**config.mk**
```make
export PLATFORM = sky130hd
export DESIGN_NAME = rpnsc_div
export DESIGN_NICKNAME = d
export VERILOG_FILES = /design/src/design/rpnsc_pkg.sv /design/src/design/rpnsc_div.sv
export SDC_FILE = /design/constraint.sdc
export NUM_CORES = 1
export LEC_CHECK = 0
export BUFFER_PORTS_ARGS = -buffer_cell sky130_fd_sc_hd__buf_2
export CORE_UTILIZATION = 64
export CTS_CLUSTER_SIZE = 16
export DETAILED_ROUTE_END_ITERATION = 16
export MAX_ROUTING_LAYER = met4
export PLACE_DENSITY_LB_ADDON = 0.05
export SLEW_MARGIN = 10
export SYNTH_ARGS = -nofsm -noshare
export SYNTH_HDL_FRONTEND = slang
export SYNTH_SLANG_ARGS = --single-unit
```
**constraint.sdc**
```tcl
create_clock -name clk -period 6.4 [get_ports clk]
set_input_delay 0.64 -clock clk [delete_from_list [all_inputs] [get_ports clk]]
set_output_delay 0.64 -clock clk [all_outputs]
set_load 0.005 [all_outputs]
```
**src/design/rpnsc_pkg.sv**
```systemverilog
// ----------------------------------------------------------------------------
// rpnsc_pkg
// Shared constants, codes and types of the postfix stack calculator.
// ----------------------------------------------------------------------------
package rpnsc_pkg;

    // stack geometry
    localparam int DEPTH   = 64;
    localparam int CNT_W   = $clog2(DEPTH + 1);
    localparam int ADDR_W  = $clog2(DEPTH);
    localparam int DATA_W  = 32;
    localparam int INDEX_W = 6;
    localparam int LEVEL_W = 7;
    localparam int CMP_W   = (CNT_W > INDEX_W) ? CNT_W : INDEX_W;

    // operation codes
    typedef enum logic [2:0] {
        F_PUSH     = 3'd0,
        F_POP      = 3'd1,
        F_PEEK_TOP = 3'd2,
        F_PEEK_BOT = 3'd3,
        F_ADD      = 3'd4,
        F_SUB      = 3'd5,
        F_MUL      = 3'd6,
        F_DIV      = 3'd7
    } func_t;

    // status codes
    typedef enum logic [2:0] {
        ST_OK      = 3'd0,
        ST_FEW     = 3'd1,
        ST_RANGE   = 3'd2,
        ST_DIVZERO = 3'd3,
        ST_FULL    = 3'd4
    } status_t;

    // divider request and response
    typedef struct packed {
        logic              start;
        logic [DATA_W-1:0] num;
        logic [DATA_W-1:0] den;
    } div_req_t;

    typedef struct packed {
        logic              done;
        logic [DATA_W-1:0] quot;
    } div_rsp_t;

endpackage

```
**src/design/rpnsc_div.sv**
```systemverilog
// ----------------------------------------------------------------------------
// rpnsc_div
// Iterative signed floor divider, one quotient bit per cycle.
// ----------------------------------------------------------------------------
module rpnsc_div (
    input  logic                clk,
    input  logic                rst_n,
    input  rpnsc_pkg::div_req_t req,
    output rpnsc_pkg::div_rsp_t rsp
);

    localparam int W      = rpnsc_pkg::DATA_W;
    localparam int ITER_W = $clog2(W + 1);

    logic              busy_reg;
    logic              done_reg;
    logic [ITER_W-1:0] cnt_reg;
    logic [W-1:0]      rem_reg;
    logic [W-1:0]      quo_reg;
    logic [W-1:0]      den_reg;
    logic              negq_reg;

    logic [W-1:0]      num_mag;
    logic [W-1:0]      den_mag;
    logic [W:0]        rem_sh;
    logic [W:0]        diff;
    logic              ge;
    logic [W-1:0]      rem_next;
    logic [W-1:0]      quo_next;

    // operand magnitudes
    assign num_mag = req.num[W-1] ? (W'(0) - req.num) : req.num;
    assign den_mag = req.den[W-1] ? (W'(0) - req.den) : req.den;

    // one restoring step
    assign rem_sh   = {rem_reg, quo_reg[W-1]};
    assign diff     = rem_sh - {1'b0, den_reg};
    assign ge       = !diff[W];
    assign rem_next = ge ? diff[W-1:0] : rem_sh[W-1:0];
    assign quo_next = {quo_reg[W-2:0], ge};

    // sequencing
    always_ff @(posedge clk or negedge rst_n)
    begin
        if (!rst_n)
        begin
            busy_reg <= 1'b0;
            done_reg <= 1'b0;
            cnt_reg  <= '0;
            rem_reg  <= '0;
            quo_reg  <= '0;
            den_reg  <= '0;
            negq_reg <= 1'b0;
        end
        else if (req.start)
        begin
            busy_reg <= 1'b1;
            done_reg <= 1'b0;
            cnt_reg  <= ITER_W'(W);
            rem_reg  <= '0;
            quo_reg  <= num_mag;
            den_reg  <= den_mag;
            negq_reg <= req.num[W-1] ^ req.den[W-1];
        end
        else if (busy_reg)
        begin
            rem_reg <= rem_next;
            quo_reg <= quo_next;
            cnt_reg <= cnt_reg - ITER_W'(1);
            if (cnt_reg == ITER_W'(1))
            begin
                busy_reg <= 1'b0;
                done_reg <= 1'b1;
            end
        end
    end

    // floor correction: negate, and one less when a remainder is left
    assign rsp.done = done_reg;
    assign rsp.quot = !negq_reg ? quo_reg :
                      (rem_reg != '0) ? ~quo_reg : (W'(0) - quo_reg);

endmodule

```
# Word level (Yosys, flattened, before mapping)
# Cells that the tools add are included.
# op_classes
add_sub_neg	5
eq_ne	1
bitwise_logic	2
reduce_logical	5
n_mux	17
# op_table
op	n
$mux 32	9
$sub 1x32->32 const A	3
$sub 33x32->33	1
$not 32->32	1
$reduce_bool 32->1	1
$mux 6	2
$eq 6x1->1 const B	1
$mux 1	6
$sub 6x1->6 const B	1
$reduce_bool 2->1	2
$reduce_and 2->1	1
$logic_not 1->1	1
$xor 1x1->1	1
# word_totals
out_inout_bits	33
register_bits	105

# Longest topological paths before layout
# Gate-level depths: netlist of run 1.
# depth
ltp_word	4
ltp_mapped	16
mapped_depth_nobuf	14

# Least setup slack after synthesis of run 1
# Ideal clock, no wire load.
# synth_path
kind	register -> output
startpoint	register quo_reg[17]
endpoint	output rsp[27] in the netlist's numbering
n_path_buf	0
t_required_ns	5.760
path_stages_with_launch	8
t_arrival_ns	2.737
setup_slack_ns	3.023
cell_sequence	dfrtp_1 > or4_1 > or3_1 > or3_1 > or3_1 > or3_1 > o31ai_1 > xnor2_1
# synth_lines
element	line_no	source
start, declared	rpnsc_div.sv:19	logic [W-1:0] quo_reg;
start signal, assigned	rpnsc_div.sv:61	quo_reg <= num_mag;
start signal, assigned	rpnsc_div.sv:68	quo_reg <= quo_next;
end, declared	rpnsc_div.sv:9	output rpnsc_pkg::div_rsp_t rsp

==> flow_metrics.tcl, run 1 <==
set metrics [dict create \
    status "completed" \
    synth_edf_count 0 \
    wl_met1_mm 9.934 \
    final_antenna_net_count 0 \
    cp_top_family "simple AND/OR/NAND/NOR gates" \
    powerDensity_nw_per_um2 351.1 \
    clk_pin_slew_ns 0.07 \
    avgViaCountPerCell 5.882 \
    core-area_um2 12620 \
    port_buffers 99 \
    grt_pass1_vias 6511 \
    htreeDepth 3 \
    min_period_ns 4.494 \
    via_count 7188 \
    r2r_end "rem_reg[20]" \
    critPathKind "reg -> out" \
    layout_common_cells "dfrtp_1, buf_2, nor2_1" \
    drt-pass1-iter-count 5 \
    critical-path-max-stage-delay_ns 0.57 \
    syn_inst 980 \
    fin_crit_sh_pct 70.22 \
    synth.avg_cell_area_um2 8.419 \
    p_leak_nw 4.373 \
    gp_congestion 0.9269 \
    drc 0 \
    fin_skew_ns 0.009464 \
    totalWireLength_mm 19.85 \
    fin_nets 1150 \
    post-cts-setup-buffers 0 \
    rsz0062_at_grt "no" \
    maxCapViolations 0 \
    ys_ff_latch 105 \
    syn_area_um2 8250 \
    grt_max_degree 95 \
    num_antenna_cells 0 \
    antenna_found_initial 0 \
    synthFlopType "dfrtp_1" \
    path_common_cell "nor2_1" \
    grt_overflow_total 0 \
    worstSetupStartpointType "flip-flop" \
    fin_cells 1222 \
    worst_skew_pair.late_latency_ns 0.36 \
    post_cts_resized 0 \
    synth_area_leaders "dfrtp_1, xnor2_1, mux2i_1, ha_1, o21ai_0" \
    cpMaxStageDelayCell "or4_1" \
    die_width_um 115.5 \
    slew_headroom_pct 31.37 \
    post_drt_wl_per_cell_um 16.24 \
    num_io_pins 100 \
    cts_hold_buf 0 \
    yosysTopAreaCellShare_pct 31.85 \
    cts_sinks 105 \
    cts_max_path_buffers 2 \
    critPathRequiredTime_ns 5.76 \
    drv_slew 0 \
    ys_types 64 \
    startpoint "rem_reg[25]" \
    max_clock_freq_ghz 0.2225 \
    topRoutingLayerUsed "met4" \
    r2r-start "quo_reg[31]" \
    seq_area_frac_synth_pct 31.85 \
    ir_drop_uv 229.3 \
    yosys_warnings 0 \
    final_common_cell "dfrtp_1" \
    hold_violations 0 \
    crit_path_end_kind "output pin" \
    critical_path.max_fanout 6 \
    num_rows 41 \
    cts_tree "done" \
    start_util_pct 65.38 \
    dp_hpwl_mm 14.71 \
    path_cells "nor4_1, nand4_1, nor2_1, nand2_1, nor2_1, nand3_1, or4_1, or3_1, o31ai_1, xnor2_1, buf_2" \
    die_area_um2 13350 \
    syn2layout_area_growth_pct 10.63 \
    cp.arrival_ns 3.85 \
    tightest_slew_ns 1.029 \
    rr_worst_depth 14 \
    place_inst 1206 \
    drive_gt1_share_pct 13.24 \
    grt_usage_pct 32.40 \
    synth_top_area_cell "dfrtp_1" \
    fin_util_pct 72.33 \
    setup_viol 0 \
    dieHeight_um 115.5 \
    met3_length_mm 1.278 \
    drt-initial-drc-count 527 \
    critPathBufInv 1 \
    reg2reg_slack_ns 2.62 \
    setup_tns_ns 0 \
    cts_buffers 9 \
    grt_pass1_wl_mm 32.55 \
    routed-wl-met2_mm 8.420 \
    async_reset_ff_share_pct 100.0 \
    syn_nets 1085 \
    root_buffer "clkbuf_16" \
    hold_class "in -> async" \
]
[per-layer routing]
| metal | global-route usage [%] | vias to the layer above |
|---|---|---|
| met5 | - | - |
| met4 | 6.494 | 0 |
| met3 | 5.910 | 19 |
| met2 | 44.79 | 196 |
| met1 | 49.09 | 3371 |
| li1 | - | 3602 |
[stage by stage]
stage / area, um^2 / setup WS [ns] / power [W] / hold slack [ns]
after detailed placement: 8802 / 2.322 / 0.002596 / 0.5132
after global placement: 8802 / 2.464 / 0.002574 / 0.5033
after global routing: 9128 / 1.619 / 0.003442 / 0.2584
final: 9128 / 1.906 / 0.003205 / 0.2277
after CTS: 9128 / 1.909 / 0.003206 / 0.2316
after floorplan: 8250 / 3.023 / 0.002202 / 0.3444
[synth_stat cells, types with 5 or more instances]
cell,instances
nor2_1,92
clkbuf_1,36
nor2b_1,7
ha_1,37
xnor2_1,84
buf_1,5
o21a_1,5
or4_1,8
o21ai_0,74
o31ai_1,28
nor4_1,12
a31oi_1,7
nand4_1,6
o41ai_1,7
a21o_1,15
o211ai_1,6
nand3_1,14
inv_1,52
o22ai_1,5
and3_1,6
dfrtp_1,105
a21oi_1,66
xor2_1,38
nand2_1,90
nor3_1,12
or3_1,21
a211oi_1,29
mux2i_1,57
[cell families after synthesis]
family	synth area share, %
flip-flops	31.85
multiplexers	7.325
AND/OR/NAND/NOR	16.97
XOR/XNOR	12.95
buffers and inverters	4.989
AO/OA/AOI/OAI	20.06
adder cells (fa/ha/maj)	5.854
[report_power, final]
| group | switching, W | internal [W] | leakage, nW |
|---|---|---|---|
| logic | 0.000870 | 0.000737 | 2.93 |
| clock network | 0.000264 | 0.000331 | 0.159 |
| registers | 0.000186 | 0.000816 | 1.29 |
[worst max path at each step]
stage | depth (start not counted) | end | slack (ns)
floorplan | 7 | rsp[27] | 3.02
global placement | 11 | rsp[29] | 2.46
detailed placement | 11 | rsp[31] | 2.32
CTS | 11 | rsp[31] | 1.91
global route | 11 | rsp[31] | 1.62
finish | 11 | rsp[31] | 1.91
[final cells by class]
type | instances | area (um^2)
fill | 1110 | 3492
timing repair buffer | 104 | 538.0
tap | 172 | 215.2
sequential | 105 | 2631
clock buffer | 11 | 252.7
inverter | 53 | 198.9
clock inverter | 5 | 72.57
multi-input combinational | 772 | 5219
Power figures use the tool's default switching activity.
==> run 2, diff against run 1 <==
--- a/config.mk
+++ b/config.mk
@@ -6,7 +6,7 @@
 export NUM_CORES = 1
 export LEC_CHECK = 0
 export BUFFER_PORTS_ARGS = -buffer_cell sky130_fd_sc_hd__buf_2
-export CORE_UTILIZATION = 64
+export CORE_UTILIZATION = 54
 export CTS_CLUSTER_SIZE = 16
 export DETAILED_ROUTE_END_ITERATION = 16
 export MAX_ROUTING_LAYER = met4
==> constraint.sdc (replaced) <==
create_clock -name clk -period 3.7 [get_ports clk]
set_input_delay 0.37 -clock clk [delete_from_list [all_inputs] [get_ports clk]]
set_output_delay 0.37 -clock clk [all_outputs]
set_load 0.005 [all_outputs]
==> run 2 against run 1 <==
Effect of this change:
- the flow now finishes with violations (DRC)
- total power increased by 78%
- register-to-register slack got worse by 2.4 ns
- final cell count increased by 2.9%
- via count increased by 1.3%
- core utilization decreased by 7.8 points
- wire length increased by 4.3%
- clock skew decreased by 0.0010 ns
- global-route usage decreased by 4.6 points
- combinational power increased by 86%
- non-clock buffer count increased by 24
- sequential power increased by 79%
==> flow_metrics.tcl, run 2 (synthesis gave the netlist of run 1 again) <==
set metrics [dict create \
    status "complete, but fails checks" \
    violations "DRC" \
    clk_pin_slew_ns 0.07 \
    worst_skew_pair.late_latency_ns 0.36 \
    seqCellArea_um2 2638 \
    grt_pass1_vias 6818 \
    drc 1 \
    critPathKind "reg -> out" \
    num_rows 44 \
    fin_skew_ns 0.008414 \
    cts_tree "done" \
    hold_class "in -> async" \
    grt_overflow_total 0 \
    die_width_um 125.6 \
    core-area_um2 14700 \
    hold_violations 0 \
    htreeDepth 3 \
    max_clock_freq_ghz 0.2767 \
    antenna_found_initial 0 \
    maxCapViolations 0 \
    multi_input_area_um2 5394 \
    start_util_pct 56.13 \
    critPathRequiredTime_ns 3.33 \
    grt_max_degree 108 \
    layout_common_cells "dfrtp_1, buf_2, nor2_1" \
    setup_tns_ns 0 \
    cts_hold_buf 0 \
    dp_hpwl_mm 14.91 \
    root_buffer "clkbuf_16" \
    worstSetupStartpointType "flip-flop" \
    port_buffers 99 \
    final_common_cell "dfrtp_1" \
    p_total_w 0.005719 \
    cp.arrival_ns 3.24 \
    gp_congestion 0.9140 \
    avgViaCountPerCell 5.789 \
    min_period_ns 3.613 \
    num_io_pins 100 \
    rr_worst_depth 14 \
    via_count 7282 \
    n_fill_cell 1339 \
    slew_headroom_pct 14.67 \
    drt-pass1-iter-count 13 \
    totalWireLength_mm 20.70 \
    post_drt_wl_per_cell_um 16.46 \
    drt-initial-drc-count 456 \
    cts_sinks 105 \
    powerDensity_nw_per_um2 602.5 \
    cts_buffers 9 \
    r2r_end "rem_reg[26]" \
    cts_max_path_buffers 2 \
    r2r-start "quo_reg[31]" \
    grt_pass1_wl_mm 34.12 \
    p_leak_nw 4.536 \
    critical_path.max_fanout 5 \
    final_antenna_net_count 0 \
    drive_gt1_share_pct 17.88 \
    fin_util_pct 64.57 \
    reg2reg_slack_ns 0.19 \
    syn2layout_area_growth_pct 15.04 \
    fin_nets 1174 \
    dieHeight_um 125.6 \
    num_antenna_cells 0 \
    ir_drop_uv 363.6 \
    setup_viol 0 \
    fin_crit_sh_pct 97.66 \
    grt_usage_pct 27.76 \
    tightest_slew_ns 1.280 \
    die_area_um2 15780 \
    crit_path_end_kind "output pin" \
    drv_slew 0 \
]
## run 2: cell types whose count changed in the layout (fill, tap and decap cells not counted), sizes merged
cell,previous run,this run
inv,53,54
clkinvlp,0,1
buf,104,127
bufinv,1,0
## run 2: metrics by stage
step,cell area [um^2],std cells,hold WS (ns),worst slack [ns]
6_report,9492,1258,0.1030,0.08657
5_1_grt,9492,1258,0.1873,-0.02714
4_1_cts,9309,1254,0.1345,-0.04205
3_5_place_dp,8902,1226,0.5053,0.1621
3_3_place_gp,8902,1226,0.4924,0.2196
2_1_floorplan,8250,980,0.07441,0.4969
## run 2: how the worst max path moves through the flow
stage,cells after the start,slack [ns],end,startpoint
after CTS,8,-0.04,rsp[31],quo_reg[16]
after floorplan,15,0.50,rem_reg[23],quo_reg[31]
after global routing,8,-0.03,rsp[31],quo_reg[16]
after global placement,14,0.22,rem_reg[26],quo_reg[31]
final,8,0.09,rsp[29],quo_reg[16]
after detailed placement,14,0.16,rem_reg[26],quo_reg[31]
## run 2: worst max-delay path, cell delays in order (launching register included)
cell	delay, ns
dfrtp_2	0.44
or4_4	0.53
or3_4	0.35
or3_4	0.34
or3_4	0.35
or3_4	0.39
o31ai_4	0.21
xnor2_1	0.14
buf_2	0.13
## run 2: repair_timing
item / 4_1_cts / 5_1_grt
buffers inserted: 12 / 5
hold endpoints to repair: 0 / 0
endpoints found under the setup margin: 9 / 38
resized for setup: 8 / 33
cloned: 0 / 1
pin swaps: 3 / 11
## run 2: power breakdown
group | internal, W | switching (W) | total [W]
combinational | 0.00144 | 0.00155 | 0.00299
sequential | 0.00141 | 0.000381 | 0.00179
clock | 0.000477 | 0.000454 | 0.000930
## run 2: final cells by class
cell class | count | share of cell area [%]
Clock buffer | 10 | 2.518
Timing Repair Buffer | 128 | 7.922
Tap cell | 184 | 2.426
Inverter | 53 | 2.096
Sequential cell | 105 | 27.79
Clock inverter | 6 | 0.4218
Multi-Input combinational cell | 772 | 56.83
## run 2: routing by layer
layer  track usage, %  share of wire, %
met3            4.407               3.9
met5                -                 0
met1            38.67                50
met4            7.102               1.7
met2            41.96                45
